===== src/cfbs_pkg.sv =====
`default_nettype none
package cfbs_pkg;

  // Stack geometry
  localparam int SLOTS  = 50;
  localparam int FILL_W = $clog2(SLOTS + 1);
  localparam int ADDR_W = $clog2(SLOTS);

  // Field widths
  localparam int MODE_W   = 3;
  localparam int VALUE_W  = 32;
  localparam int SLOT_W   = 6;
  localparam int COUNT_W  = 8;
  localparam int STATUS_W = 3;

  // Item modes
  localparam logic [MODE_W-1:0] MODE_ALLOC      = 3'd0;
  localparam logic [MODE_W-1:0] MODE_FREE       = 3'd1;
  localparam logic [MODE_W-1:0] MODE_LOAD_WORD  = 3'd2;
  localparam logic [MODE_W-1:0] MODE_LOAD_COUNT = 3'd3;
  localparam logic [MODE_W-1:0] MODE_SET_TOTAL  = 3'd4;

  // Result status codes
  localparam logic [STATUS_W-1:0] STAT_OK         = 3'd0;
  localparam logic [STATUS_W-1:0] STAT_NO_SPACE   = 3'd1;
  localparam logic [STATUS_W-1:0] STAT_BAD_BLOCK  = 3'd2;
  localparam logic [STATUS_W-1:0] STAT_BAD_COUNT  = 3'd3;
  localparam logic [STATUS_W-1:0] STAT_REFILL     = 3'd4;
  localparam logic [STATUS_W-1:0] STAT_SPILL_CNT  = 3'd5;
  localparam logic [STATUS_W-1:0] STAT_SPILL_WORD = 3'd6;

  // Register indexes
  localparam logic REG_FIRST_DATA  = 1'b0;
  localparam logic REG_VOLUME_SIZE = 1'b1;

  typedef enum logic [2:0] {
    S_IDLE,
    S_EXEC,
    S_ALLOC_RD,
    S_FREE_PUSH,
    S_SPILL_CNT,
    S_SPILL_WORD
  } state_t;

  typedef struct packed {
    logic [VALUE_W-1:0] first_data_block;
    logic [VALUE_W-1:0] volume_size;
  } cfg_t;

  typedef struct packed {
    logic               we;
    logic [ADDR_W-1:0]  waddr;
    logic [VALUE_W-1:0] wdata;
    logic               re;
    logic [ADDR_W-1:0]  raddr;
  } ram_req_t;

  function automatic logic [VALUE_W-1:0] inc_sat(input logic [VALUE_W-1:0] v);
    inc_sat = (v == '1) ? v : v + VALUE_W'(1);
  endfunction

  function automatic logic [VALUE_W-1:0] dec_sat(input logic [VALUE_W-1:0] v);
    dec_sat = (v == '0) ? v : v - VALUE_W'(1);
  endfunction

endpackage
`default_nettype wire


===== src/cfbs_ram.sv =====
`default_nettype none
module cfbs_ram #(
  parameter int WIDTH = 32,
  parameter int DEPTH = 64
) (
  input  wire logic                     clk,
  input  wire logic                     we,
  input  wire logic [$clog2(DEPTH)-1:0] waddr,
  input  wire logic [WIDTH-1:0]         wdata,
  input  wire logic                     re,
  input  wire logic [$clog2(DEPTH)-1:0] raddr,
  output logic      [WIDTH-1:0]         rdata
);

  logic [WIDTH-1:0] mem [DEPTH];

  // Write port
  always_ff @(posedge clk) begin
    if (we) begin
      mem[waddr] <= wdata;
    end
  end

  // Registered read, held between reads
  always_ff @(posedge clk) begin
    if (re) begin
      rdata <= mem[raddr];
    end
  end

endmodule
`default_nettype wire


===== src/cfbs_ctrl.sv =====
`default_nettype none
module cfbs_ctrl
  import cfbs_pkg::*;
(
  input  wire logic                clk,
  input  wire logic                rst_n,
  input  wire cfg_t                cfg,
  // input words
  input  wire logic                in_tvalid,
  output logic                     in_tready,
  input  wire logic [MODE_W-1:0]   in_mode,
  input  wire logic [VALUE_W-1:0]  in_value,
  input  wire logic [SLOT_W-1:0]   in_slot_index,
  input  wire logic [COUNT_W-1:0]  in_list_count,
  // result words
  output logic                     out_valid,
  input  wire logic                out_ready,
  output logic [STATUS_W-1:0]      out_status,
  output logic [VALUE_W-1:0]       out_block,
  output logic [SLOT_W-1:0]        out_slot,
  output logic [VALUE_W-1:0]       out_free_total,
  output logic                     out_last,
  // stack memory
  output ram_req_t                 ram_req,
  input  wire logic [VALUE_W-1:0]  ram_rdata
);

  state_t state_r, state_nxt;

  logic [MODE_W-1:0]  mode_r;
  logic [VALUE_W-1:0] value_r;
  logic [SLOT_W-1:0]  slot_r;
  logic [COUNT_W-1:0] count_r;

  logic [FILL_W-1:0]  fill_r, fill_nxt;
  logic [VALUE_W-1:0] total_r, total_nxt;
  logic               pending_r, pending_nxt;
  logic [VALUE_W-1:0] pblock_r, pblock_nxt;
  logic [ADDR_W-1:0]  idx_r, idx_nxt;

  logic                out_valid_r;
  logic [STATUS_W-1:0] out_status_r;
  logic [VALUE_W-1:0]  out_block_r;
  logic [SLOT_W-1:0]   out_slot_r;
  logic [VALUE_W-1:0]  out_total_r;
  logic                out_last_r;

  logic                emit;
  logic [STATUS_W-1:0] o_status;
  logic [VALUE_W-1:0]  o_block;
  logic [SLOT_W-1:0]   o_slot;
  logic [VALUE_W-1:0]  o_total;
  logic                o_last;

  logic out_free;
  logic pend_hit;
  logic fill_empty;
  logic val_bad;
  logic rd_bad;
  logic spill_last;

  // Shared decode
  assign out_free   = !out_valid_r || out_ready;
  assign pend_hit   = pending_r && (mode_r == MODE_ALLOC || mode_r == MODE_FREE);
  assign fill_empty = (fill_r == '0) || (fill_r > FILL_W'(SLOTS));
  assign val_bad    = (value_r < cfg.first_data_block) || (value_r >= cfg.volume_size);
  assign rd_bad     = (ram_rdata < cfg.first_data_block) || (ram_rdata >= cfg.volume_size);
  assign spill_last = (idx_r == ADDR_W'(SLOTS - 1));

  assign in_tready = (state_r == S_IDLE);

  // Next state
  always_comb begin
    state_nxt = state_r;
    case (state_r)
      S_IDLE: begin
        if (in_tvalid) state_nxt = S_EXEC;
      end
      S_EXEC: begin
        if (pend_hit) begin
          if (out_free) state_nxt = S_IDLE;
        end else if (mode_r == MODE_ALLOC) begin
          if (!fill_empty) state_nxt = S_ALLOC_RD;
          else if (out_free) state_nxt = S_IDLE;
        end else if (mode_r == MODE_FREE) begin
          if (val_bad) begin
            if (out_free) state_nxt = S_IDLE;
          end else if (fill_r >= FILL_W'(SLOTS)) begin
            state_nxt = S_SPILL_CNT;
          end else begin
            state_nxt = S_FREE_PUSH;
          end
        end else if (out_free) begin
          state_nxt = S_IDLE;
        end
      end
      S_ALLOC_RD: begin
        if (ram_rdata != '0 && rd_bad) state_nxt = S_EXEC;
        else if (out_free) state_nxt = S_IDLE;
      end
      S_FREE_PUSH: begin
        if (out_free) state_nxt = S_IDLE;
      end
      S_SPILL_CNT: begin
        if (out_free) state_nxt = S_SPILL_WORD;
      end
      S_SPILL_WORD: begin
        if (out_free && spill_last) state_nxt = S_FREE_PUSH;
      end
      default: state_nxt = S_IDLE;
    endcase
  end

  // Results, state updates and memory requests
  always_comb begin
    emit        = 1'b0;
    o_status    = STAT_OK;
    o_block     = '0;
    o_slot      = '0;
    o_last      = 1'b1;
    fill_nxt    = fill_r;
    total_nxt   = total_r;
    pending_nxt = pending_r;
    pblock_nxt  = pblock_r;
    idx_nxt     = idx_r;
    ram_req     = '0;
    case (state_r)
      S_EXEC: begin
        if (pend_hit) begin
          emit     = 1'b1;
          o_status = STAT_REFILL;
          o_block  = pblock_r;
        end else begin
          case (mode_r)
            MODE_ALLOC: begin
              if (fill_empty) begin
                emit     = 1'b1;
                o_status = STAT_NO_SPACE;
                if (out_free) begin
                  fill_nxt  = '0;
                  total_nxt = '0;
                end
              end else begin
                // pop: read the top entry
                fill_nxt      = fill_r - FILL_W'(1);
                ram_req.re    = 1'b1;
                ram_req.raddr = ADDR_W'(fill_r - FILL_W'(1));
              end
            end
            MODE_FREE: begin
              if (val_bad) begin
                emit     = 1'b1;
                o_status = STAT_BAD_BLOCK;
              end else if (fill_r == '0) begin
                // push the zero end marker first
                ram_req.we    = 1'b1;
                ram_req.waddr = '0;
                ram_req.wdata = '0;
                fill_nxt      = FILL_W'(1);
              end
            end
            MODE_LOAD_WORD: begin
              emit = 1'b1;
              if (pending_r && slot_r < SLOT_W'(SLOTS)) begin
                o_status = STAT_OK;
                if (out_free) begin
                  ram_req.we    = 1'b1;
                  ram_req.waddr = slot_r[ADDR_W-1:0];
                  ram_req.wdata = value_r;
                end
              end else begin
                o_status = STAT_BAD_COUNT;
              end
            end
            MODE_LOAD_COUNT: begin
              emit = 1'b1;
              if (!pending_r) begin
                o_status = STAT_BAD_COUNT;
              end else if (!(count_r inside {[1:SLOTS]})) begin
                o_status = STAT_NO_SPACE;
                if (out_free) begin
                  pending_nxt = 1'b0;
                  fill_nxt    = '0;
                  total_nxt   = '0;
                end
              end else begin
                o_status = STAT_OK;
                o_block  = pblock_r;
                if (out_free) begin
                  pending_nxt = 1'b0;
                  fill_nxt    = FILL_W'(count_r);
                  total_nxt   = dec_sat(total_r);
                end
              end
            end
            MODE_SET_TOTAL: begin
              emit = 1'b1;
              if (out_free) total_nxt = value_r;
            end
            default: begin
              emit     = 1'b1;
              o_status = STAT_BAD_COUNT;
            end
          endcase
        end
      end
      S_ALLOC_RD: begin
        if (ram_rdata == '0) begin
          emit     = 1'b1;
          o_status = STAT_NO_SPACE;
          if (out_free) begin
            fill_nxt  = '0;
            total_nxt = '0;
          end
        end else if (!rd_bad) begin
          emit    = 1'b1;
          o_block = ram_rdata;
          if (fill_r == '0) begin
            // stack drained: ask the host for the next chain block
            o_status = STAT_REFILL;
            if (out_free) begin
              pending_nxt = 1'b1;
              pblock_nxt  = ram_rdata;
            end
          end else begin
            o_status = STAT_OK;
            if (out_free) total_nxt = dec_sat(total_r);
          end
        end
      end
      S_FREE_PUSH: begin
        emit     = 1'b1;
        o_status = STAT_OK;
        o_block  = value_r;
        if (out_free) begin
          ram_req.we    = 1'b1;
          ram_req.waddr = ADDR_W'(fill_r);
          ram_req.wdata = value_r;
          fill_nxt      = fill_r + FILL_W'(1);
          total_nxt     = inc_sat(total_r);
        end
      end
      S_SPILL_CNT: begin
        emit     = 1'b1;
        o_status = STAT_SPILL_CNT;
        o_block  = VALUE_W'(fill_r);
        o_last   = 1'b0;
        if (out_free) begin
          ram_req.re    = 1'b1;
          ram_req.raddr = '0;
          idx_nxt       = '0;
        end
      end
      S_SPILL_WORD: begin
        emit     = 1'b1;
        o_status = STAT_SPILL_WORD;
        o_block  = ram_rdata;
        o_slot   = SLOT_W'(idx_r);
        o_last   = 1'b0;
        if (out_free) begin
          if (spill_last) begin
            fill_nxt = '0;
          end else begin
            idx_nxt       = idx_r + ADDR_W'(1);
            ram_req.re    = 1'b1;
            ram_req.raddr = idx_r + ADDR_W'(1);
          end
        end
      end
      default: begin
      end
    endcase
    // spill words report the total after the closing push
    if (state_r == S_SPILL_CNT || state_r == S_SPILL_WORD) o_total = inc_sat(total_r);
    else o_total = total_nxt;
  end

  // Control state
  always_ff @(posedge clk) begin
    if (!rst_n) begin
      state_r     <= S_IDLE;
      fill_r      <= '0;
      total_r     <= '0;
      pending_r   <= 1'b0;
      pblock_r    <= '0;
      out_valid_r <= 1'b0;
    end else begin
      state_r   <= state_nxt;
      fill_r    <= fill_nxt;
      total_r   <= total_nxt;
      pending_r <= pending_nxt;
      pblock_r  <= pblock_nxt;
      if (out_free) out_valid_r <= emit;
    end
  end

  // Item capture, spill index and output word
  always_ff @(posedge clk) begin
    idx_r <= idx_nxt;
    if (in_tvalid && in_tready) begin
      mode_r  <= in_mode;
      value_r <= in_value;
      slot_r  <= in_slot_index;
      count_r <= in_list_count;
    end
    if (out_free && emit) begin
      out_status_r <= o_status;
      out_block_r  <= o_block;
      out_slot_r   <= o_slot;
      out_total_r  <= o_total;
      out_last_r   <= o_last;
    end
  end

  assign out_valid      = out_valid_r;
  assign out_status     = out_status_r;
  assign out_block      = out_block_r;
  assign out_slot       = out_slot_r;
  assign out_free_total = out_total_r;
  assign out_last       = out_last_r;

  // Reads and writes of the stack never share a cycle, so no forwarding is needed
  a_ram_excl: assert property (@(posedge clk) disable iff (!rst_n)
    !(ram_req.we && ram_req.re))
    else $error("stack read and write in the same cycle");

  a_fill_range: assert property (@(posedge clk) disable iff (!rst_n)
    fill_r <= FILL_W'(SLOTS))
    else $error("stack fill above capacity");

  a_pending_empty: assert property (@(posedge clk) disable iff (!rst_n)
    pending_r |-> (fill_r == '0))
    else $error("refill pending with a non-empty stack");

  a_spill_full: assert property (@(posedge clk) disable iff (!rst_n)
    (state_r == S_SPILL_CNT) |-> (fill_r == FILL_W'(SLOTS)))
    else $error("spill started on a stack that is not full");

  a_more_follows: assert property (@(posedge clk) disable iff (!rst_n)
    (out_valid_r && !out_last_r) |-> (state_r != S_IDLE))
    else $error("non-final word left without a pending item");

endmodule
`default_nettype wire


===== src/chained_free_block_stack_core.sv =====
`default_nettype none
// Free-block stack in the classic chained-list style: alloc pops block numbers
// from a stack held in a 50-entry RAM with one write port and one read port,
// free pushes them, and a full stack is spilled as a count word plus one word
// per slot before the push. Each item passes through accept and execute; an
// alloc on a non-empty stack goes on to a read state, and returns to execute
// to pop again for each out-of-range block skipped; a free of an in-range block
// goes on to a push state, also on an empty stack, where the zero end marker is
// written in the execute state; a free onto a full stack first passes through
// the spill states, one result word per spilled entry. Every pop and spilled
// word goes through the registered read of the stack RAM. A result word held
// off by the result side stalls its item until the word is taken. Items are
// taken one at a time; a result waiting in the output register does not hold
// off the next item. Write first_data_block and volume_size only while no item is in flight.
module chained_free_block_stack_core
  import cfbs_pkg::*;
(
  input  wire logic        clk,
  input  wire logic        rst_n,
  // configuration
  input  wire logic        cfg_psel,
  input  wire logic        cfg_penable,
  input  wire logic        cfg_pwrite,
  input  wire logic [2:0]  cfg_paddr,
  input  wire logic [31:0] cfg_pwdata,
  output logic      [31:0] cfg_prdata,
  output logic             cfg_pready,
  // input words
  input  wire logic        in_tvalid,
  output logic             in_tready,
  input  wire logic [47:0] in_tdata,  // value[31:0], slot_index[37:32], list_count[45:38]
  input  wire logic [2:0]  in_tuser,  // mode[2:0]
  // result words
  output logic             out_tvalid,
  input  wire logic        out_tready,
  output logic [71:0]      out_tdata, // block[31:0], slot[37:32], free_total[69:38]
  output logic [2:0]       out_tuser, // status[2:0]
  output logic             out_tlast
);

  cfg_t               cfg_r;
  ram_req_t           ram_req;
  logic [VALUE_W-1:0] ram_rdata;
  logic               cfg_wr;
  logic [SLOT_W-1:0]  o_slot;
  logic [VALUE_W-1:0] o_block;
  logic [VALUE_W-1:0] o_total;

  // Register writes
  assign cfg_pready = 1'b1;
  assign cfg_wr     = cfg_psel && cfg_penable && cfg_pwrite && cfg_pready;

  always_ff @(posedge clk) begin
    if (!rst_n) begin
      cfg_r <= '0;
    end else if (cfg_wr) begin
      case (cfg_paddr[2])
        REG_FIRST_DATA:  cfg_r.first_data_block <= cfg_pwdata;
        REG_VOLUME_SIZE: cfg_r.volume_size      <= cfg_pwdata;
        default: begin
        end
      endcase
    end
  end

  // Register reads
  always_comb begin
    case (cfg_paddr[2])
      REG_FIRST_DATA:  cfg_prdata = cfg_r.first_data_block;
      REG_VOLUME_SIZE: cfg_prdata = cfg_r.volume_size;
      default:         cfg_prdata = '0;
    endcase
  end

  cfbs_ctrl u_ctrl (
    .clk            (clk),
    .rst_n          (rst_n),
    .cfg            (cfg_r),
    .in_tvalid      (in_tvalid),
    .in_tready      (in_tready),
    .in_mode        (in_tuser),
    .in_value       (in_tdata[31:0]),
    .in_slot_index  (in_tdata[37:32]),
    .in_list_count  (in_tdata[45:38]),
    .out_valid      (out_tvalid),
    .out_ready      (out_tready),
    .out_status     (out_tuser),
    .out_block      (o_block),
    .out_slot       (o_slot),
    .out_free_total (o_total),
    .out_last       (out_tlast),
    .ram_req        (ram_req),
    .ram_rdata      (ram_rdata)
  );

  cfbs_ram #(
    .WIDTH (VALUE_W),
    .DEPTH (SLOTS)
  ) u_stack (
    .clk   (clk),
    .we    (ram_req.we),
    .waddr (ram_req.waddr),
    .wdata (ram_req.wdata),
    .re    (ram_req.re),
    .raddr (ram_req.raddr),
    .rdata (ram_rdata)
  );

  // Pack the result word
  assign out_tdata = {2'b00, o_total, o_slot, o_block};

endmodule
`default_nettype wire


===== config.mk =====
export PLATFORM = sky130hd
export DESIGN_NAME = chained_free_block_stack_core
export DESIGN_NICKNAME = d
export VERILOG_FILES = /design/src/cfbs_pkg.sv /design/src/cfbs_ram.sv /design/src/cfbs_ctrl.sv /design/src/chained_free_block_stack_core.sv
export SDC_FILE = /design/constraint.sdc
export NUM_CORES = 2
export LEC_CHECK = 0
export BUFFER_PORTS_ARGS = -buffer_cell sky130_fd_sc_hd__clkbuf_2
export CAP_MARGIN = 40
export CELL_PAD_IN_SITES_DETAIL_PLACEMENT = 1
export CELL_PAD_IN_SITES_GLOBAL_PLACEMENT = 2
export CORE_MARGIN = 4
export CORE_UTILIZATION = 30
export DETAILED_ROUTE_END_ITERATION = 12
export PLACE_DENSITY_LB_ADDON = 0.15
export SYNTH_ARGS = -nofsm -noshare
export SYNTH_HDL_FRONTEND = slang
export SYNTH_HIERARCHICAL = 1
export SYNTH_SLANG_ARGS = --single-unit

===== constraint.sdc =====
create_clock -name clk -period 11.7 [get_ports clk]
set_input_delay 2.34 -clock clk [delete_from_list [all_inputs] [get_ports clk]]
set_output_delay 2.34 -clock clk [all_outputs]
set_load 0.005 [all_outputs]

# After elaboration in Yosys (flattened, before gate mapping)
# Memory sizes are Yosys's and may differ from the RTL's. A register that Yosys moved wholly into a read port is not among the register bits.
# Index checks and enable logic that the tools add are counted.
# Widths: inputs -> output; s select.
# word_totals
regBits	268
ramBits	1600
in_bits	93
wordCells	198
n_memories	1
# memory_table
name	depth	word_bits	rd	rd_clocked_by_memory_dff	write_ports	line_no	source
u_stack.mem	50	32	1	1	1	cfbs_ram.sv:15	logic [WIDTH-1:0] mem [DEPTH];
# classes
add_sub_neg	5
order_cmp	9
n_eq_ne	30
muxes	98
bitwise	3
n_reduce_logical	34
# ops
operator	count
$mux 32	20
$mux 39	5
$pmux 32 s3	2
$pmux 32 s5	1
$pmux 39 s2	2
$mux 6	15
$ge 32x32->1	2
$logic_not 32->1	2
$lt 32x32->1	2
$pmux 32 s2	1
$mux 3	16
$mux 46	1
$mux 7	5
$add 32x1->32 const B	1
$eq 32x32->1 const B	1
$reduce_bool 32->1	1
$sub 32x1->32 const B	1
$pmux 6 s4	1
$pmux 7 s3	1
$mux 1	18
$pmux 3 s6	1
$pmux 6 s3	1
$ne 2x1->1 const B	8
$pmux 3 s5	1
other kinds (37)	70

# Depth between registers and ports, before layout
# depth
depth_word	9
depth_mapped	16
mapped_depth_nobuf	13

# Modules after synthesis
# The synthesis kept the hierarchy.
# by_module_without_submodules
mod	n_inst	cells_each	area_each_um2	seq_area_each_um2
cfbs_ram	1	2733	62080.8	49007.0
cfbs_ctrl	1	2005	16619.7	5375.2
chained_free_block_stack_core	1	285	2829.0	1281.2

# Worst setup path after synthesis
# OpenSTA, ideal clock, no wires.
# synth_path
kind	input to register
startpoint	input out_tready
endpoint	memory u_stack.mem[16][0], enable pin
setup_ps	461
t_arrival_ps	6583
required_time_ps	11239
slack_ps	4656
stages	11
path_cell_list	nor2b_1 -> clkbuf_1 -> clkbuf_1 -> or4_1 -> nor2_1 -> or2_2 -> clkbuf_1 -> a41o_1 -> nor3b_1 -> nand2_1 -> nor3_1
# synth_rtl
item	line_no	source
start: declaration	chained_free_block_stack_core.sv:35	input wire logic out_tready,
end: declaration	cfbs_ram.sv:15	

==> impl_results.md <==
- Top cell type's share of synthesized area: 64.86%
- Number of synthesized flops with an enable pin: 1761
- Detailed-route wire length per cell: 31.68 um
- Register area share after synthesis: 68.27%
- Synth Flop Type: sky130_fd_sc_hd__edfxtp_1
- Number of cells traversed by the worst register-to-register path: 13
- Share of synthesized registers carrying an async set or reset: 0%
- Switching share of total power: 26.46%
- Leading cell types by count after synthesis: 1761 x sky130_fd_sc_hd__edfxtp_1, 340 x sky130_fd_sc_hd__mux4_2, 313 x sky130_fd_sc_hd__nand2_1
- Ordered list of cells on the worst path: ha_1 -> and4_1 -> a2111oi_0 -> o31ai_1 -> o2bb2ai_1 -> a31oi_1 -> o21ai_0 -> nor3_1 -> a41o_1 -> nor2b_1 -> nand3_1 -> nor2_4 -> buf_4
- Most used standard cell by instance count after synthesis: sky130_fd_sc_hd__edfxtp_1
- Vias in the first global route: 50290
- Arrival @ worst endpoint: 7.49 ns
- DRC Markers: 0
- Critical R2R Launch: u_ctrl/value_r[6]
- Number of violations of the max-capacitance limit: 0
- Chip height: 529.3 um
- Placeable core area: 270500 sq um
- Maximum number of pins on one net before global-route repair: 105
- Hold Crit Start: u_ctrl/pblock_r[19]
- Clock tree root buffer cell: sky130_fd_sc_hd__clkbuf_16
- Setup Fix Bufs, Post-CTS: 0
- Maximum clock rate: 0.1435 GHz
- Global route overflow: 0
- TritonCTS clock tree: done
- Post-synthesis cell count: 5023
- Number of filler cells placed in the layout: 27340
- Termination of the worst setup path: u_stack/mem[46][25]
- Summed instance area of the synthesized netlist: 81530 sq um
- Leakage Power: 32.09 nW
- Clock period minus final worst setup slack: 6.969 ns
- Worst Hold Class: flip-flop to flip-flop
- Category of the most critical setup path: flip-flop to flip-flop
- Yosys warns: 6
- Critical path required time: 12.22 ns
- Register bit total from synthesis: 1900
- Fraction of layout instances using a drive strength above 1: 22.52%
- Kind of cell adding the most delay to the critical path: compound AO/OA/AOI/OAI gates
- Max Clock Skew: 0.09669 ns
- Total Negative Setup Slacks: 0 ns
- Final-report max-slew violation count: 0
- Total number of placement rows: 191
- Fin crit share: 59.57%
- Worst vdd ir: 0.0001228 V
- Mapped Avg Cell Area: 16.23 sq um
- Number of placed cells counting well taps: 8664
- Port Buffers: 196
- Post-CTS clock slew at the launch and capture registers of the worst setup and hold paths: 0.06 ns
- Clk sinks: 1900
- Distinct cell type count after synthesis: 100
- Unrepaired setup endpoints after global routing: false
- Run status: completed
- CP endpoint kind: flip-flop
- First-pass iteration count of the detailed router: 6
- Non-filler cells, final: 9067
- Detailed Place HPWL: 180800 um
- Dominant cell type by area after synthesis: sky130_fd_sc_hd__edfxtp_1
- Hold buffer count at cts: 0
- Number of placed I/O pins: 204
- Number of DRC markers in iteration 0: 4244
- Proportion of power drawn by the clock network: 40.3%
- Number of gates resized after CTS: 0
- Signed area change from the synthesized netlist to the final layout: 16.37%
- Maximum buffer depth of the clock tree: 4
- Final layout net count: 5544
- Die footprint: 280200 sq um
- X dimension of the die: 529.3 um
- Reg2reg end: u_stack/mem[46][25]
- First-pass GRT wire length: 402200 um
- Setup Viol. Count Final: 0
- Remaining number of nets flagged by the antenna check after routing: 0
- Insertion delay of the later-clocked pin in the worst-skew pair: 0.89 ns
- Ratio of total power to cell area: 170.7 nW/um^2
- Critical path buffers and inverters: 1
- Number of buffers created by CTS: 218
- Count of cell instances traversed by the critical path: 13
- Transition time at the pin with the least slew margin: 0.9655 ns
- Routability-driven placement congestion ratio: 0.8457
- Drt total wl: 287200 um
- Final Instance Area: 94870 sq um
- Minimum setup slack among reg-to-reg paths: 4.73 ns
- P_int: 11.91 mW
- Initial core utilization: 30.14%
- Switching Power: 4.285 mW
- Fraction of power consumed by combinational cells: 12.2%
- Vias: 48820
- Maximum fanout along the worst path: 17
- Number of antenna violations at the first check in global routing: 21
- Register share of total power: 47.5%
- Post-placement cell area: 88110 sq um
- Slowest cell on crit path: sky130_fd_sc_hd__edfxtp_1
- Vias per cell: 5.385
- Worst slew margin relative to its limit: 35.63%
- Setup crit start: u_ctrl/value_r[6]
- Largest stage delay on the critical path: 0.84 ns
- Global-route total usage across every layer: 20.09%
- Cell types occupying the most area after synthesis: sky130_fd_sc_hd__edfxtp_1 65%, sky130_fd_sc_hd__mux4_2 9.4%, sky130_fd_sc_hd__dfxtp_1 3.4%
- Kind of start point of the critical path: flip-flop
- H-tree depth reported by CTS: 4
- Count of endpoints failing hold in the final timing report: 0
[sequential cells by signal (all words and copies together) (netlist names), 6 cells and up]
register and count:
cfg_r 64, u_stack/mem 1600, u_ctrl/idx_r 6, u_ctrl/pblock_r 32
u_ctrl/fill_r 6, u_stack/rdata 32, u_ctrl/out_block 32, u_ctrl/slot_r 6
u_ctrl/out_slot 6, u_ctrl/total_r 32, u_ctrl/value_r 32, u_ctrl/count_r 8
u_ctrl/out_free_total 32
[through the flow]
step	total power, mW	util [%]	worst slack [ns]	hold slack [ns]
floorplan	8.916	-	4.656	0.4449
global placement	9.779	32.26	4.191	0.4549
detailed placement	9.815	32.57	4.170	0.4662
CTS	16.40	35.04	4.646	0.4728
global route	16.81	35.06	4.568	0.4877
finish	16.20	35.07	4.731	0.4686
[worst reg2reg max path, cell delays in order (launching register included)]
cell and delay [ns]:
sky130_fd_sc_hd__edfxtp_1 0.84, sky130_fd_sc_hd__ha_1 0.39, sky130_fd_sc_hd__and4_1 0.16, sky130_fd_sc_hd__a2111oi_0 0.40, sky130_fd_sc_hd__o31ai_1 0.22, sky130_fd_sc_hd__o2bb2ai_1 0.25, sky130_fd_sc_hd__a31oi_1 0.70, sky130_fd_sc_hd__o21ai_0 0.40
sky130_fd_sc_hd__nor3_1 0.65, sky130_fd_sc_hd__a41o_1 0.66, sky130_fd_sc_hd__nor2b_1 0.35, sky130_fd_sc_hd__nand3_1 0.41, sky130_fd_sc_hd__nor2_4 0.77, sky130_fd_sc_hd__buf_4 0.49
[worst min-delay path by stage]
stage / endpoint / depth (start not counted)
6_report: u_ctrl/pblock_r[19] / 2
5_1_grt: u_ctrl/pblock_r[19] / 2
4_1_cts: u_ctrl/pblock_r[13] / 2
3_5_place_dp: cfg_r[33] / 2
3_3_place_gp: u_ctrl/pblock_r[14] / 2
2_1_floorplan: u_ctrl/pblock_r[10] / 2
[cell families after synthesis]
family                     count (synthesis)  synth area share, %
adders and majority gates                134                2.056
muxes                                    626                12.97
other                                      2             0.009211
and+or+nand+nor                          957                5.744
buffers and inverters                    460                2.587
DFF                                     1900                68.27
xor gates and xnor gates                  35               0.3760
AOI/OAI and AO/OA                        909                7.982
[area by class of cell]
cell class	instances	area, sq um	share of cell area, %
tap	3570	4467	4.708
multi-input combinational	2664	24380	25.70
timing repair buffer	405	3173	3.344
sequential	1900	55660	58.67
clock buffer	270	5734	6.044
clock inverter	121	950.9	1.002
inverter	128	480.5	0.5064
antenna	9	22.52	0.02374
[cell usage in the layout, fill, tap and decap left out, types with 28 or more instances in the layout]
cell / count
sky130_fd_sc_hd__edfxtp_1: 1761
sky130_fd_sc_hd__mux4_2: 340
sky130_fd_sc_hd__nand2_1: 312
sky130_fd_sc_hd__mux2i_1: 242
sky130_fd_sc_hd__clkbuf_16: 221
sky130_fd_sc_hd__clkbuf_2: 195
sky130_fd_sc_hd__nor2_1: 158
sky130_fd_sc_hd__buf_4: 156
sky130_fd_sc_hd__a21oi_1: 156
sky130_fd_sc_hd__o21ai_0: 146
sky130_fd_sc_hd__dfxtp_1: 139
sky130_fd_sc_hd__ha_1: 134
sky130_fd_sc_hd__inv_1: 126
sky130_fd_sc_hd__a22oi_1: 110
sky130_fd_sc_hd__nand3_1: 94
sky130_fd_sc_hd__nor3_1: 57
sky130_fd_sc_hd__clkinv_1: 56
sky130_fd_sc_hd__nor2_4: 53
sky130_fd_sc_hd__nand4_1: 48
sky130_fd_sc_hd__clkbuf_1: 47
sky130_fd_sc_hd__mux2_2: 44
sky130_fd_sc_hd__o221ai_1: 44
sky130_fd_sc_hd__o211ai_1: 40
sky130_fd_sc_hd__a21o_1: 39
sky130_fd_sc_hd__clkinv_2: 37
sky130_fd_sc_hd__a31oi_1: 37
sky130_fd_sc_hd__buf_12: 37
sky130_fd_sc_hd__a221o_1: 35
sky130_fd_sc_hd__and2_2: 34
sky130_fd_sc_hd__a221oi_1: 30
sky130_fd_sc_hd__a222oi_1: 30
sky130_fd_sc_hd__and3_1: 28
sky130_fd_sc_hd__a211o_1: 28
[power groups by stage]
stage / combinational, mW / sequential, mW / clock [mW]
5_1_grt: 2.11 / 7.71 / 6.99
4_1_cts: 1.98 / 7.70 / 6.72
6_report: 1.98 / 7.70 / 6.52
2_1_floorplan: 1.22 / 7.69 / 0
3_5_place_dp: 1.97 / 7.84 / 0
3_3_place_gp: 1.94 / 7.84 / 0
[metal layers]
layer | up-vias | part of all wire (%) | track usage [%]
met1 | 26250 | 45 | 28.64
met2 | 1307 | 47 | 32.52
met3 | 343 | 4.9 | 2.496
met5 | - | 0.0059 | 0
li1 | 20920 | - | -
met4 | 2 | 2.5 | 5.051
(Power assumes the default switching activity.)
